`src/rtl/vnu_pkg.sv`:
```
// Shared types and constants for the vector normalize unit.
`timescale 1ns / 1ps
`default_nettype none

package vnu_pkg;

    localparam int COMP_W = 16;
    localparam int OUT_W  = 16;

    typedef struct packed {
        logic signed [COMP_W-1:0] comp_x;
        logic signed [COMP_W-1:0] comp_y;
        logic signed [COMP_W-1:0] comp_z;
    } t_vnu_req;

    typedef struct packed {
        logic signed [OUT_W-1:0] unit_x;
        logic signed [OUT_W-1:0] unit_y;
        logic signed [OUT_W-1:0] unit_z;
        logic                    was_zero;
    } t_vnu_res;

    // Control that rides along each pipeline stage
    typedef struct packed {
        logic       valid;
        logic       zero;
        logic [2:0] neg;
    } t_vnu_ctl;

endpackage

`default_nettype wire

```
`src/rtl/vnu_sqrt_cell.sv`:
```
// One digit stage of the pipelined floor square root.
`timescale 1ns / 1ps
`default_nettype none

module vnu_sqrt_cell (
    input  wire                          i_clk,
    input  wire                          i_rst_n,
    input  vnu_pkg::t_vnu_ctl            i_ctl,
    input  wire [3*vnu_pkg::COMP_W-1:0]  i_mag,
    input  wire [2*vnu_pkg::COMP_W-1:0]  i_sum,
    input  wire [vnu_pkg::COMP_W+1:0]    i_rem,
    input  wire [vnu_pkg::COMP_W-1:0]    i_root,
    output vnu_pkg::t_vnu_ctl            o_ctl,
    output logic [3*vnu_pkg::COMP_W-1:0] o_mag,
    output logic [2*vnu_pkg::COMP_W-1:0] o_sum,
    output logic [vnu_pkg::COMP_W+1:0]   o_rem,
    output logic [vnu_pkg::COMP_W-1:0]   o_root
);
    import vnu_pkg::*;

    localparam int W = COMP_W;

    logic [W+3:0] rem_sh;
    logic [W+3:0] trial;
    logic [W+3:0] diff;
    logic         ge;
    logic [W+1:0] n_rem;
    logic [W-1:0] n_root;
    logic [2*W-1:0] n_sum;

    t_vnu_ctl       r_ctl;
    logic [3*W-1:0] r_mag;
    logic [2*W-1:0] r_sum;
    logic [W+1:0]   r_rem;
    logic [W-1:0]   r_root;

    always_comb begin
        rem_sh = {i_rem, i_sum[2*W-1 -: 2]};
        trial  = {2'b00, i_root, 2'b01};
        ge     = (rem_sh >= trial);
        diff   = rem_sh - trial;
        n_rem  = ge ? diff[W+1:0] : rem_sh[W+1:0];
        n_root = {i_root[W-2:0], ge};
        n_sum  = {i_sum[2*W-3:0], 2'b00};
    end

    always_ff @(posedge i_clk) begin
        if (!i_rst_n) begin
            r_ctl <= '0;
        end else begin
            r_ctl <= i_ctl;
        end
    end

    always_ff @(posedge i_clk) begin
        r_mag  <= i_mag;
        r_sum  <= n_sum;
        r_rem  <= n_rem;
        r_root <= n_root;
    end

    assign o_ctl  = r_ctl;
    assign o_mag  = r_mag;
    assign o_sum  = r_sum;
    assign o_rem  = r_rem;
    assign o_root = r_root;

endmodule

`default_nettype wire

```
`config.mk`:
```
export PLATFORM = sky130hd
export DESIGN_NAME = vnu_sqrt_cell
export DESIGN_NICKNAME = d
export VERILOG_FILES = /design/src/rtl/vnu_pkg.sv /design/src/rtl/vnu_sqrt_cell.sv
export SDC_FILE = /design/constraint.sdc
export NUM_CORES = 1
export LEC_CHECK = 0
export BUFFER_PORTS_ARGS = -buffer_cell sky130_fd_sc_hd__buf_2
export CORE_AREA = 2 2 99 101
export CTS_CLUSTER_SIZE = 14
export DETAILED_ROUTE_END_ITERATION = 10
export DIE_AREA = 0 0 101 103
export PLACE_DENSITY_LB_ADDON = 0.1
export SETUP_SLACK_MARGIN = 0.15
export SKIP_CTS_REPAIR_TIMING = 1
export SYNTH_ARGS = -nofsm -noshare
export SYNTH_HDL_FRONTEND = slang
export SYNTH_SLANG_ARGS = --single-unit
export TNS_END_PERCENT = 1
```
`constraint.sdc`:
```
create_clock -name i_clk -period 5.1 [get_ports i_clk]
set_input_delay 0.255 -clock i_clk [delete_from_list [all_inputs] [get_ports i_clk]]
set_output_delay 0.255 -clock i_clk [all_outputs]
set_load 0.05 [all_outputs]
```
==> flow_summary.html <==
<table>
<tr><th>Metric</th><th>Value</th></tr>
<tr><th colspan="2">Global routing</th></tr>
<tr><td>Total overflow reported by the global router</td><td>0</td></tr>
<tr><td>Global-route usage over all layers</td><td>between 10% and 20%</td></tr>
<tr><td>Wire length of the first global-routing pass</td><td>13300 um</td></tr>
<tr><td>Via count of the first global-routing pass</td><td>approximately 2700</td></tr>
<tr><td>Number of antenna violations at the first check in global routing</td><td>0</td></tr>
<tr><td>Largest net degree at the start of global routing</td><td>20</td></tr>
<tr><th colspan="2">Final layout</th></tr>
<tr><td>Layout Cell Area excl Fill</td><td>0.00670 sq mm</td></tr>
<tr><td>Area Overhead vs Synth</td><td>86.5%</td></tr>
<tr><td>Antenna cells</td><td>0</td></tr>
<tr><td># nets final</td><td>796</td></tr>
<tr><td>Ratio of cells with drive above 1 in the final layout</td><td>~43%</td></tr>
<tr><td>Fill cells</td><td>683</td></tr>
<tr><th colspan="2">Worst setup path</th></tr>
<tr><td>CP startpoint kind</td><td>primary input</td></tr>
<tr><td>Logic depth of the worst setup path including buffers</td><td>8</td></tr>
<tr><td>Longest individual stage delay on the worst path</td><td>roughly 630 ps</td></tr>
<tr><td>Worst Setup End Kind</td><td>flip-flop</td></tr>
<tr><td>Crit path buffers/inverters</td><td>2</td></tr>
<tr><td>Critical Path RT</td><td>about 5500 ps</td></tr>
<tr><td>Top fanout value on the critical path</td><td>19</td></tr>
<tr><td>Data arrival at the endpoint of the critical path</td><td>~2900 ps</td></tr>
<tr><td>Dominant delay contributor by cell family on the critical path</td><td>compound AO/OA/AOI/OAI gates</td></tr>
<tr><td>Critical-path top delay cell</td><td>sky130_fd_sc_hd__o211ai_4</td></tr>
<tr><td>Cell-by-cell listing of the critical path</td><td>dlygate4sd3_1 &gt; buf_2 &gt; ha_1 &gt; a21oi_1 &gt; o21ai_1 &gt; a31oi_1 &gt; o211ai_4 &gt; mux2_2</td></tr>
<tr><td>Startpoint-to-endpoint class of the critical path</td><td>primary input to flip-flop</td></tr>
<tr><th colspan="2">Detailed routing</th></tr>
<tr><td>Number of violations reported at the end of detailed-routing iteration 0</td><td>between 80 and 90</td></tr>
<tr><td>Detailed-route via count</td><td>about 3500</td></tr>
<tr><td>WL final</td><td>12200 um</td></tr>
<tr><td>Detailed-route vias per instance</td><td>approximately 4.5</td></tr>
<tr><td>Detailed-routing iteration count for the pre-antenna-repair pass</td><td>4</td></tr>
<tr><td>Average detailed-routed wire length per instance</td><td>approximately 16 um</td></tr>
<tr><td>Number of routed nets with antenna violations</td><td>0</td></tr>
<tr><td>Residual DRC</td><td>0</td></tr>
<tr><th colspan="2">Run</th></tr>
<tr><td>Number of maximum-capacitance constraint violations</td><td>0</td></tr>
<tr><th colspan="2">Synthesis</th></tr>
<tr><td>Ys flop type</td><td>sky130_fd_sc_hd__dfxtp_1</td></tr>
<tr><td>Cell type with the largest total area after synthesis</td><td>sky130_fd_sc_hd__dfxtp_1</td></tr>
<tr><td>Top-area cell type share of the netlist area</td><td>between 60% and 70%</td></tr>
<tr><td>Instance count of the mapped netlist</td><td>between 200 and 300</td></tr>
<tr><td>Warning count from the yosys run</td><td>0</td></tr>
<tr><td>Count of flip-flops with a built-in enable after synthesis</td><td>0</td></tr>
<tr><td>Leading post-synthesis cells by instance count</td><td>sky130_fd_sc_hd__dfxtp_1 (117), sky130_fd_sc_hd__inv_1 (20), sky130_fd_sc_hd__ha_1 (18)</td></tr>
<tr><td>Ranking of synthesized cells by area</td><td>sky130_fd_sc_hd__dfxtp_1 (65%), sky130_fd_sc_hd__ha_1 (6.3%), sky130_fd_sc_hd__mux2_2 (4.1%), sky130_fd_sc_hd__xnor2_1 (2.4%), sky130_fd_sc_hd__a21oi_1 (2.1%)</td></tr>
<tr><td>Proportion of synthesized flip-flops having asynchronous set or reset</td><td>0%</td></tr>
<tr><td>Post-synthesis sequential element count</td><td>~120</td></tr>
<tr><td>Syn Std Cell Area</td><td>roughly 0.0036 sq mm</td></tr>
<tr><td>Share of the yosys chip area belonging to registers</td><td>approximately 65%</td></tr>
<tr><td>Count of different cell masters after synthesis</td><td>44</td></tr>
<tr><td>Avg Inst Size Synth</td><td>between 10 and 15 sq um</td></tr>
<tr><td>Most numerous cell in the Yosys netlist</td><td>sky130_fd_sc_hd__dfxtp_1</td></tr>
<tr><th colspan="2">Pwr</th></tr>
<tr><td>Clock Power Share</td><td>43.5%</td></tr>
<tr><td>Combinational power share</td><td>a little over a fifth</td></tr>
<tr><td>Maximum vdd ir drop</td><td>about 190 uV</td></tr>
<tr><td>Overall power after layout</td><td>around 2.9 mW</td></tr>
<tr><td>Switching Fraction</td><td>30.4%</td></tr>
<tr><td>Relative contribution of sequential cells to total power</td><td>34.8%</td></tr>
<tr><td>PD cells</td><td>between 400 and 500 mW/mm^2</td></tr>
<tr><td>NetSw</td><td>slightly below 0.9 mW</td></tr>
<tr><td>Leakage component of the power</td><td>about 3.3 nW</td></tr>
<tr><td>Internal power summed over all cells</td><td>~2.0 mW</td></tr>
<tr><th colspan="2">STA</th></tr>
<tr><td>Worst setup margin</td><td>2550 ps</td></tr>
<tr><td>Number of hold violations in the final report</td><td>0</td></tr>
<tr><td>Timing-limited maximum frequency</td><td>between 0.3 and 0.4 GHz</td></tr>
<tr><td>Portion of the clock cycle consumed by the worst path in the final layout</td><td>50.1%</td></tr>
<tr><td>Post-route setup TNS</td><td>0 ps</td></tr>
<tr><td>Number of slew-limit violations in the final report</td><td>0</td></tr>
<tr><td>Tightest slew margin relative to the limit</td><td>approximately 52%</td></tr>
<tr><td>Worst hold-check slack</td><td>just under 10 ps</td></tr>
<tr><td>Fin crit period</td><td>roughly 2600 ps</td></tr>
<tr><td>Setup repair after global routing missed its margin</td><td>false</td></tr>
<tr><td>Setup-violating endpoint count in the final report</td><td>0</td></tr>
<tr><td>Worst slew pin tran</td><td>722 ps</td></tr>
<tr><th colspan="2">Hold path</th></tr>
<tr><td>Hold path startpoint</td><td>i_rst_n</td></tr>
<tr><td>Hold Crit Depth</td><td>2</td></tr>
<tr><td>Worst min-delay path endpoint</td><td>o_ctl[4]</td></tr>
<tr><td>Class of the worst hold path</td><td>primary input to flip-flop</td></tr>
<tr><th colspan="2">Placed design</th></tr>
<tr><td>Placement-stage worst setup slack</td><td>2620 ps</td></tr>
<tr><td>Routability congestion estimate from global placement</td><td>0.746</td></tr>
<tr><td>Input/output buffers</td><td>237</td></tr>
<tr><td>Sum of net half-perimeters after detailed placement</td><td>between 7000 and 8000 um</td></tr>
<tr><td>Post-detailed-placement cell area</td><td>0.00488 sq mm</td></tr>
<tr><th colspan="2">Clocking</th></tr>
<tr><td>CTS clk-pin slew, worst paths</td><td>roughly 60 ps</td></tr>
<tr><td>Number of H-tree branching levels</td><td>4</td></tr>
<tr><td>Total number of clock tree sinks</td><td>around 120</td></tr>
<tr><td>Clk buf depth</td><td>2</td></tr>
<tr><td>Clock Root Buffer</td><td>sky130_fd_sc_hd__clkbuf_8</td></tr>
<tr><td>Total CTS buffers</td><td>17</td></tr>
<tr><td>TritonCTS clock tree</td><td>yes</td></tr>
<tr><th colspan="2">Floorplanning</th></tr>
<tr><td>DIE HEIGHT</td><td>roughly 100 um</td></tr>
<tr><td>Number of placement rows</td><td>36</td></tr>
<tr><td>Horizontal die dimension</td><td>roughly 100 um</td></tr>
<tr><td>Effective utilization at floorplan</td><td>around 38%</td></tr>
<tr><td>Count of boundary I/O pins</td><td>between 200 and 250</td></tr>
<tr><td>Floorplan core area</td><td>between 0.009 and 0.01 sq mm</td></tr>
<tr><td>Die area</td><td>~0.010 sq mm</td></tr>
<tr><th colspan="2">Status</th></tr>
<tr><td>Run status</td><td>complete, no violations</td></tr>
</table>
==> power groups by stage <==
stage / clock network [mW] / logic [mW] / registers, mW
2_1_floorplan: 0 / 0.139 / 1.29
3_3_place_gp: 0 / 0.545 / 1.02
3_5_place_dp: 0 / 0.549 / 1.02
4_1_cts: 1.27 / 0.551 / 1.00
5_1_grt: 1.32 / 0.660 / 1.01
6_report: 1.26 / 0.627 / 1.00
==> metrics by stage <==
| stage | utilization [%] | cells |
|---|---|---|
| finish | 70.8 | 784 |
| global route | 70.8 | 784 |
| CTS | 58.3 | 666 |
| detailed placement | 51.6 | 634 |
| global placement | 51.6 | 634 |
| floorplan | - | 289 |
==> layout by cell type, fill, tap and decap left out, drive strengths merged, types with 2 or more instances in the layout <==
cell type and instances:
a211oi 3, a21o 2, a21oi 15, a31oi 3, and2 5, buf 237
bufinv 4, clkbuf 17, clkinv 4, clkinvlp 2, conb 2, dfxtp 117
dlygate4sd3 118, ha 18, inv 25, mux2 15, mux2i 3, nand2 12
nand2b 3, nand3 5, nand4 2, nor2 11, nor2b 2, nor3 6
o211ai 2, o21a 6, o21ai 6, xnor2 10, xor2 4
==> layer usage <==
layer	global-route usage (%)	wire (um)
met5	0	0
met4	8.42	201
met3	6.58	668
met2	30.6	6820
met1	17.9	4460
==> cell families after synthesis <==
kind of cell               share of synthesized area [%]
other                                              0.104
muxes                                               5.54
xor gates and xnor gates                            3.42
DFF                                                 65.2
adders and majority gates                           6.27
buffers and inverters                               3.21
and+or+nand+nor                                     7.11
AOI/OAI and AO/OA                                   9.10
==> registers in the layout, summed over array words and instances (netlist names) <==
name,count
o_ctl,5
o_rem,18
o_sum,30
o_mag,48
o_root,16
==> worst max path at each step <==
stage	start	endpoint	slack, ps
2_1_floorplan	i_root[7]	o_rem[10]	3010
3_3_place_gp	i_root[7]	o_rem[6]	2650
3_5_place_dp	i_root[7]	o_rem[7]	2620
4_1_cts	i_root[7]	o_rem[5]	3140
5_1_grt	i_rem[7]	o_rem[11]	2380
6_report	i_rem[7]	o_rem[4]	2550
==> cell type report <==
class / count / area [sq um] / area share (%)
timing repair buffer: 355 / 2370 / 35.4
inverter: 20 / 75.1 / 1.12
sequential: 117 / 2340 / 35.0
tap: 114 / 143 / 2.13
multi-input combinational: 146 / 1140 / 17.0
clock inverter: 15 / 219 / 3.27
clock buffer: 17 / 414 / 6.18
(Power assumes the default switching activity.)
