<file path="config.mk">
export PLATFORM = sky130hd
export DESIGN_NAME = vnu_div_cell
export DESIGN_NICKNAME = d
export VERILOG_FILES = /design/src/rtl/vnu_pkg.sv /design/src/rtl/vnu_div_cell.sv
export SDC_FILE = /design/constraint.sdc
export NUM_CORES = 1
export LEC_CHECK = 0
export BUFFER_PORTS_ARGS = -buffer_cell sky130_fd_sc_hd__buf_2
export CAP_MARGIN = 10
export CORE_ASPECT_RATIO = 0.5
export CORE_MARGIN = 2
export CORE_UTILIZATION = 43
export DETAILED_ROUTE_END_ITERATION = 10
export GPL_ROUTABILITY_DRIVEN = 0
export PLACE_DENSITY = 0.76
export SYNTH_ARGS = -nofsm -noshare
export SYNTH_HDL_FRONTEND = slang
export SYNTH_SLANG_ARGS = --single-unit
</file>
<file path="constraint.sdc">
create_clock -name i_clk -period 4.94 [get_ports i_clk]
set_input_delay 1.482 -clock i_clk [delete_from_list [all_inputs] [get_ports i_clk]]
set_output_delay 1.482 -clock i_clk [all_outputs]
set_load 0.03 [all_outputs]
</file>
<file path="src/rtl/vnu_pkg.sv">
// Shared types and constants for the vector normalize unit.
`timescale 1ns / 1ps
`default_nettype none

package vnu_pkg;

    localparam int COMP_W = 16;
    localparam int OUT_W  = 16;

    typedef struct packed {
        logic signed [COMP_W-1:0] comp_x;
        logic signed [COMP_W-1:0] comp_y;
        logic signed [COMP_W-1:0] comp_z;
    } t_vnu_req;

    typedef struct packed {
        logic signed [OUT_W-1:0] unit_x;
        logic signed [OUT_W-1:0] unit_y;
        logic signed [OUT_W-1:0] unit_z;
        logic                    was_zero;
    } t_vnu_res;

    // Control that rides along each pipeline stage
    typedef struct packed {
        logic       valid;
        logic       zero;
        logic [2:0] neg;
    } t_vnu_ctl;

endpackage

`default_nettype wire

</file>
<file path="src/rtl/vnu_div_cell.sv">
// One quotient-bit stage of the three-lane pipelined divider.
`timescale 1ns / 1ps
`default_nettype none

module vnu_div_cell #(
    parameter int FRAC_BITS = 14,
    parameter bit FIRST     = 1'b0
) (
    input  wire                            i_clk,
    input  wire                            i_rst_n,
    input  vnu_pkg::t_vnu_ctl              i_ctl,
    input  wire [vnu_pkg::COMP_W-1:0]      i_len,
    input  wire [3*(vnu_pkg::COMP_W+1)-1:0] i_rem,
    input  wire [3*(FRAC_BITS+1)-1:0]      i_quo,
    output vnu_pkg::t_vnu_ctl              o_ctl,
    output logic [vnu_pkg::COMP_W-1:0]     o_len,
    output logic [3*(vnu_pkg::COMP_W+1)-1:0] o_rem,
    output logic [3*(FRAC_BITS+1)-1:0]     o_quo
);
    import vnu_pkg::*;

    localparam int W  = COMP_W;
    localparam int RW = COMP_W + 1;
    localparam int QW = FRAC_BITS + 1;

    logic [RW-1:0] rem_in [3];
    logic [QW-1:0] quo_in [3];
    logic [RW:0]   dvd    [3];
    logic          ge     [3];
    logic [RW:0]   diff   [3];
    logic [3*RW-1:0] n_rem;
    logic [3*QW-1:0] n_quo;

    t_vnu_ctl        r_ctl;
    logic [W-1:0]    r_len;
    logic [3*RW-1:0] r_rem;
    logic [3*QW-1:0] r_quo;

    // First stage compares the magnitude as is; later stages shift in a zero
    always_comb begin
        for (int k = 0; k < 3; k++) begin
            rem_in[k] = i_rem[k*RW +: RW];
            quo_in[k] = i_quo[k*QW +: QW];
            dvd[k]    = FIRST ? {1'b0, rem_in[k]} : {rem_in[k], 1'b0};
            ge[k]     = (dvd[k] >= {2'b00, i_len});
            diff[k]   = dvd[k] - {2'b00, i_len};
            n_rem[k*RW +: RW] = ge[k] ? diff[k][RW-1:0] : dvd[k][RW-1:0];
            n_quo[k*QW +: QW] = {quo_in[k][QW-2:0], ge[k]};
        end
    end

    always_ff @(posedge i_clk) begin
        if (!i_rst_n) begin
            r_ctl <= '0;
        end else begin
            r_ctl <= i_ctl;
        end
    end

    always_ff @(posedge i_clk) begin
        r_len <= i_len;
        r_rem <= n_rem;
        r_quo <= n_quo;
    end

    assign o_ctl = r_ctl;
    assign o_len = r_len;
    assign o_rem = r_rem;
    assign o_quo = r_quo;

endmodule

`default_nettype wire

</file>
==> flow_summary.json, run 1 <==
{
  "yosysTopAreaCell": "dfxtp_1",
  "critical-path-max-stage-delay_ns": 0.39,
  "synthAdderAreaFrac": 0.126,
  "outcome": "completed",
  "fillCellCount": 1046,
  "cts_resized": 0,
  "period_minus_slack_ns": 3.48,
  "vias_per_cell": 4.90,
  "core-area_sq_um": 11900,
  "tns_ns": 0,
  "numCtsBuffers": 17,
  "syn_area_per_cell_sq_um": 9.56,
  "tightest_slew_ns": 0.600,
  "initial_utilization": 0.443,
  "synth_compound_area_frac": 0.185,
  "dr.max_layer_used": "met4",
  "wl_met2_mm": 6.78,
  "synth-xor-area-share": 0.0633,
  "ys_ff_latch": 117,
  "placedCellCount": 940,
  "syn_to_final_growth_pct": 36.3,
  "clk_pin_slew_ns": 0.06,
  "syn_area_sq_um": 5260,
  "clockBufferDepth": 2,
  "stdcell_count": 972,
  "peakVddDrop_uv": 183,
  "grt.overflow.total": 0,
  "postCtsSetupBuffers": 0,
  "drive_gt1_frac": 0.359,
  "hold_ws_ns": 1.17,
  "worstPathCellList": "buf_2 -> inv_1 -> ha_1 -> nor2b_1 -> o31a_1 -> o41ai_2 -> o211ai_1 -> and2_1 -> xnor2_1 -> mux2_2",
  "p_per_area_nw_per_um2": 430,
  "cts_sinks": 117,
  "yosysTopAreaCellShare": 0.445,
  "leakagePower_nw": 3.52,
  "end_kind": "flop",
  "rows": 28,
  "wl_met1_mm": 6.15,
  "dieHeight_um": 82.2,
  "synth_area_leaders": "dfxtp_1 45%, ha_1 11%, a21oi_1 5.3%, nand2_1 3.9%, o21ai_0 3.6%",
  "fin_crit_sh": 0.704,
  "vias": 4758,
  "synthTopCellsByCount": "117 x dfxtp_1, 56 x a21oi_1, 54 x nand2_1",
  "syn_inst": 550,
  "wl_per_cell_um": 14.5,
  "die_w_um": 160,
  "ys_types": 52,
  "fin_ws_ns": 1.46,
  "dp_slack_ns": 1.08,
  "finalSetupViolations": 0,
  "drv_slew": 0,
  "io_buffer_count": 232,
  "diodes": 0,
  "hold_path_class": "input pin to flop",
  "hpwl_mm": 11.1,
  "max_freq_ghz": 0.287,
  "endpoint": "o_rem[28]$_DFF_P_",
  "drt_iter0_drc": 275,
  "htreeDepth": 4,
  "first_pass_iters": 5,
  "synth_edf_count": 0,
  "ios": 236,
  "yosysSeqAreaShare": 0.445,
  "seq_area_sq_um": 2340,
  "rsz0062_at_grt": "no",
  "relSlewSlack": 0.600,
  "cp-startpoint": "i_len[1]",
  "cts_hold_buf": 0,
  "synth.most_common_cell": "dfxtp_1",
  "drcViolationCount": 0,
  "synth_nets": 720,
  "critPathSlowestCell": "o41ai_2",
  "yosys.area_share.simple": 0.123,
  "multi_input_area_sq_um": 2770,
  "final_antenna_net_count": 0,
  "dr_wl_met3_um": 935,
  "cp_max_fo": 5,
  "max_cap_viol_count": 0,
  "track_usage": 0.215,
  "synth.area.mux_share": 0.0278,
  "first_global_vias": 4528,
  "finalHoldViolations": 0,
  "synth_warnings": 0,
  "ys_async_sr_fraction": 0,
  "arrival_ns": 3.78,
  "dieArea_sq_um": 13200,
  "start_kind": "input pin",
  "fin_nets": 964,
  "path_class": "input pin to flop",
  "dominantRegCellSynth": "dfxtp_1",
  "synth_top_family_by_area": "compound AO/OA/AOI/OAI gates",
  "grt_max_degree": 25,
  "cts_root_buf": "clkbuf_16",
  "cts_tree": "done",
  "grt_first_pass_wirelength_mm": 22.0,
  "routed_wl_mm": 14.1,
  "cp.required_ns": 5.24,
  "antenna_found_initial": 1
}
critical path, delay by kind of cell:
kind | cells | cell delay [ns]
and+or+nand+nor | 2 | 0.36
AOI/OAI and AO/OA | 3 | 0.89
buffers and inverters | 2 | 0.30
muxes | 1 | 0.25
xor gates and xnor gates | 1 | 0.12
adders and majority gates | 1 | 0.35
cell type report:
type,instances,area share
Multi-Input combinational cell,397,0.386
Clock buffer,20,0.0637
Sequential cell,117,0.327
Inverter,26,0.0136
Timing Repair Buffer,235,0.165
Tap cell,165,0.0288
Clock inverter,12,0.0166
placed cells by master, fill, tap and decap left out, drive strengths merged, types with 12 or more instances in the layout:
cell type  instances
inv               31
buf              235
ha                48
nor2              37
xor2              21
o21ai             46
xnor2             17
mux2              12
a21o              12
dfxtp            117
nand2             55
a21oi             58
clkbuf            20
sequential cells by signal (all words and copies together) (netlist names):
register,cells
o_rem,51
o_len,16
o_quo,45
o_ctl,5
kinds of logic (layout without fill, tap and decap cells):
kind of cell	count (synthesis)	after routing
mux	12	12
buf+inv	36	293
compound gates	157	157
fa+ha+maj	51	51
flops	117	117
xor+xnor	38	38
simple gates	139	139
power by group:
part           switching, mW  internal, mW
registers             0.0263          1.06
clock network          0.460         0.726
logic                  0.526         0.282
through the flow:
| step | util | area (sq um) | power [mW] |
|---|---|---|---|
| final | 0.604 | 7170 | 3.08 |
| after floorplan | - | 5260 | 1.67 |
| after detailed placement | 0.555 | 6600 | 1.91 |
| after global placement | 0.555 | 6600 | 1.90 |
| after global routing | 0.604 | 7170 | 3.23 |
| after CTS | 0.604 | 7170 | 3.11 |
layer usage:
layer	vias up	global-route usage
li1	2420	-
met1	2142	0.254
met2	173	0.374
met3	23	0.0614
met4	0	0.0955
met5	-	0
worst min-delay path by stage:
| stage | startpoint | to | slack [ns] | cells after the start |
|---|---|---|---|---|
| 3_3_place_gp | i_quo[42] | o_quo[43]$_DFF_P_ | 1.58 | 1 |
| 5_1_grt | i_quo[10] | o_quo[11]$_DFF_P_ | 1.15 | 1 |
| 6_report | i_quo[15] | o_quo[16]$_DFF_P_ | 1.17 | 1 |
| 4_1_cts | i_quo[15] | o_quo[16]$_DFF_P_ | 1.15 | 1 |
| 2_1_floorplan | i_len[0] | o_len[0]$_DFF_P_ | 1.51 | 0 |
| 3_5_place_dp | i_quo[23] | o_quo[24]$_DFF_P_ | 1.59 | 1 |
No activity file was read; power rests on OpenSTA's default activity.
==> run 2: changes to the inputs <==
- PLACE_DENSITY: 0.76 -> 0.79
- clock period: 4.94 -> 3.1 ns (I/O delays scaled with it)
==> flow_summary.json, run 2 (synthesis results as in run 1) <==
{
  "max_freq_ghz": 0.346,
  "vias_per_cell": 4.96,
  "cp_max_fo": 5,
  "grt.met2_usage": 0.380,
  "numCtsBuffers": 17,
  "final_common_cell": "buf_2",
  "path_class": "input pin to flop",
  "die_w_um": 160,
  "grt_max_degree": 18,
  "final_antenna_net_count": 0,
  "track_usage": 0.217,
  "cp_num_buf_inv": 3,
  "max_cap_viol_count": 0,
  "period_minus_slack_ns": 2.89,
  "largest_reg_flops": 51,
  "cp.required_ns": 3.40,
  "io_buffer_count": 232,
  "grt.overflow.total": 0,
  "cts_resized": 0,
  "grtUsageMet3": 0.0534,
  "arrival_ns": 3.19,
  "initial_utilization": 0.443,
  "fin_nets": 992,
  "core-area_sq_um": 11900,
  "rows": 28,
  "vias": 4964,
  "grtUsageMet1": 0.254,
  "p_int_mw": 3.39,
  "dp_slack_ns": -0.0783,
  "cts_root_buf": "clkbuf_16",
  "fin_crit_sh": 0.932,
  "drv_slew": 0,
  "clk_pin_slew_ns": 0.06,
  "dieArea_sq_um": 13200,
  "grt_first_pass_wirelength_mm": 22.2,
  "relSlewSlack": 0.680,
  "min_to": "o_quo[6]$_DFF_P_",
  "outcome": "completed",
  "final_core_util": 0.623,
  "first_pass_iters": 5,
  "dieHeight_um": 82.2,
  "ios": 236,
  "cts_sinks": 117,
  "p_per_area_nw_per_um2": 678,
  "worstHoldStart": "i_quo[5]",
  "drcViolationCount": 0,
  "seq_power_share": 0.347,
  "p_sw_frac": 0.324,
  "first_global_vias": 4664,
  "htreeDepth": 4,
  "top_usage_layer": "met2",
  "peakVddDrop_uv": 312,
  "pwr-share-comb": 0.267,
  "rsz0062_at_grt": "no",
  "drive_gt1_frac": 0.381,
  "leakagePower_nw": 3.67,
  "finalHoldViolations": 0,
  "hold_path_class": "input pin to flop",
  "power_switching_mw": 1.63,
  "clockBufferDepth": 2,
  "cts_tree": "done",
  "critical-path-max-stage-delay_ns": 0.48,
  "end_kind": "flop",
  "tightest_slew_ns": 0.476,
  "wl_per_cell_um": 14.5,
  "cpLargestDelayFamily": "compound AO/OA/AOI/OAI gates",
  "postCtsSetupBuffers": 0,
  "drt_iter0_drc": 247,
  "syn_to_final_growth_pct": 40.7,
  "pwr-share-clk": 0.387,
  "finalSetupViolations": 0,
  "start_kind": "input pin",
  "routed_wl_mm": 14.5,
  "cp-startpoint": "i_len[0]",
  "hold_depth": 1,
  "critPathSlowestCell": "fa_1",
  "antenna_found_initial": 0,
  "hpwl_mm": 11.4,
  "fillCellCount": 988,
  "final_cell_mix": "232 x buf_2, 117 x dfxtp_1, 54 x nand2_1, 54 x a21oi_1, 48 x ha_1",
  "worstPathCellList": "buf_2 -> buf_4 -> fa_1 -> and2b_1 -> o31ai_2 -> a21oi_1 -> buf_4 -> a21oi_1 -> o21ai_0 -> xor2_1 -> mux2_4",
  "fin_ws_ns": 0.210,
  "cts_hold_buf": 0
}
## run 2: cell count changes in the layout (fill, tap and decap cells not counted), sizes merged
cell and change:
clkinv +2, bufinv +1, clkbuf -1, diode +1, buf +28, inv -2
## run 2: layout make-up
cell class	count	area, sq um	share of cell area
Clock inverter	13	149	0.0201
Timing Repair Buffer	263	1390	0.188
Tap cell	165	206	0.0279
Antenna cell	1	2.50	0.000338
Clock buffer	19	443	0.0598
Multi-Input combinational cell	397	2770	0.374
Inverter	26	97.6	0.0132
Sequential cell	117	2340	0.316
## run 2: through the flow
step	instance area, sq um	instances	power [mW]	hold WS (ns)	setup TNS (ns)
floorplan	5260	550	2.66	0.958	0
global placement	6810	968	3.07	1.03	-0.0902
detailed placement	6810	968	3.09	1.03	-0.450
CTS	7400	1000	5.05	0.601	0
global route	7400	1000	5.24	0.594	0
finish	7400	1001	5.02	0.609	0
## run 2: power groups by stage
stage / Combinational, mW / Sequential (mW) / Clock [mW]
final: 1.34 / 1.74 / 1.94
after global routing: 1.44 / 1.75 / 2.04
after CTS: 1.34 / 1.74 / 1.98
after detailed placement: 1.32 / 1.77 / 0
after global placement: 1.30 / 1.77 / 0
after floorplan: 0.504 / 2.16 / 0
## run 2: worst max path at each step
stage / endpoint / slack (ns) / depth (start not counted)
global route: o_rem[46]$_DFF_P_ / 0.11 / 11
finish: o_rem[46]$_DFF_P_ / 0.21 / 11
detailed placement: o_rem[45]$_DFF_P_ / -0.08 / 10
CTS: o_rem[46]$_DFF_P_ / 0.26 / 11
floorplan: o_rem[46]$_DFF_P_ / 0.27 / 9
global placement: o_rem[45]$_DFF_P_ / -0.02 / 10
## run 2: metal layers
layer	vias up	wire length [um]
met1	2256	6280
met2	178	6970
met3	36	854
met4	0	418
li1	2494	-
met5	-	0
==> run 3: changes to the inputs <==
- RECOVER_POWER: unset -> 50
==> flow_summary.json, run 3 (synthesis results as in run 1) <==
{
  "arrival_ns": 3.18,
  "outcome": "completed",
  "largest_reg_flops": 51,
  "postCtsSetupBuffers": 0,
  "routed_wl_mm": 14.6,
  "dieArea_sq_um": 13200,
  "worstHoldStart": "i_quo[5]",
  "stdcell_count": 1001,
  "dieHeight_um": 82.2,
  "antenna_found_initial": 0,
  "drive_gt1_frac": 0.307,
  "cts_root_buf": "clkbuf_16",
  "first_global_vias": 4664,
  "fin_nets": 992,
  "peakVddDrop_uv": 310,
  "rows": 28,
  "final_common_cell": "buf_2",
  "core-area_sq_um": 11900,
  "leakagePower_nw": 3.49,
  "drt_iter0_drc": 252,
  "tightest_slew_ns": 0.476,
  "hold_ws_ns": 0.613,
  "initial_utilization": 0.443,
  "hpwl_mm": 11.4,
  "max_cap_viol_count": 0,
  "end_kind": "flop",
  "cts_resized": 0,
  "hold_depth": 1,
  "cts_hold_buf": 0,
  "final_antenna_net_count": 0,
  "grt_first_pass_wirelength_mm": 22.2,
  "path_class": "input pin to flop",
  "tns_ns": 0,
  "cts_sinks": 117,
  "track_usage": 0.217,
  "min_to": "o_quo[6]$_DFF_P_",
  "cts_tree": "done",
  "grt.overflow.total": 0,
  "period_minus_slack_ns": 2.89,
  "fin_crit_sh": 0.932,
  "placedCellCount": 968,
  "numCtsBuffers": 17,
  "vias": 4940,
  "max_freq_ghz": 0.346,
  "cp.required_ns": 3.39,
  "hold_path_class": "input pin to flop",
  "stdcell_area_sq_um": 7320,
  "syn_to_final_growth_pct": 39.2,
  "die_w_um": 160,
  "relSlewSlack": 0.680,
  "ios": 236,
  "vias_per_cell": 4.94,
  "finalSetupViolations": 0,
  "clk_pin_slew_ns": 0.06,
  "p_per_area_nw_per_um2": 682,
  "final_core_util": 0.617,
  "placed_area_sq_um": 6810,
  "io_buffer_count": 232,
  "grt_max_degree": 18,
  "clockBufferDepth": 2,
  "rsz0062_at_grt": "no",
  "wl_per_cell_um": 14.6,
  "final_cell_mix": "170 x buf_2, 117 x dfxtp_1, 63 x clkbuf_1",
  "dp_slack_ns": -0.0783,
  "drcViolationCount": 0,
  "htreeDepth": 4,
  "drv_slew": 0,
  "finalHoldViolations": 0,
  "fin_ws_ns": 0.211,
  "start_kind": "input pin",
  "first_pass_iters": 4,
  "report.power.total_mw": 5.00,
  "cp_max_fo": 5
}
-- run 3: changes by cell type in the layout (fill, tap and decap cells not counted) --
cell | before | now
buf_2 | 232 | 170
clkbuf_1 | 1 | 63
and2_0 | 0 | 3
and2_1 | 8 | 5
-- run 3: worst max-delay path, stage by stage --
cell     delay, ns
buf_2         0.13
buf_4         0.16
fa_1          0.47
and2b_1       0.26
o31ai_2       0.08
a21oi_1       0.15
buf_4         0.16
a21oi_1       0.12
o21ai_0       0.31
xor2_1        0.12
mux2_4        0.27
-- run 3: how the worst max path moves through the flow --
stage                    from                end  slack, ns  depth (start not counted)
finish               i_len[0]  o_rem[46]$_DFF_P_       0.21                         11
CTS                  i_len[0]  o_rem[46]$_DFF_P_       0.26                         11
global route         i_len[0]  o_rem[46]$_DFF_P_       0.11                         11
detailed placement   i_len[0]  o_rem[45]$_DFF_P_      -0.08                         10
global placement     i_len[0]  o_rem[45]$_DFF_P_      -0.02                         10
floorplan           i_len[14]  o_rem[46]$_DFF_P_       0.27                          9
-- run 3: routing by layer --
metal,global-route usage,vias up,share of wire
met5,0,-,0
met4,0.117,0,0.024
met3,0.0534,31,0.057
met2,0.380,176,0.48
met1,0.254,2242,0.43
li1,-,2491,-
-- run 3: report_power, final --
group / internal, mW / switching, mW
Sequential: 1.69 / 0.0487
Combinational: 0.458 / 0.854
Clock: 1.21 / 0.729
Total: 3.36 / 1.63
-- run 3: layout make-up --
cell class	count	area [sq um]
multi-input cells	397	2770
well taps	165	206
clock buffers	19	443
clock inverters	13	149
flip-flops and latches	117	2340
fillers	1023	4550
diodes	1	2.50
inverters	26	97.6
repair buffers	263	1320
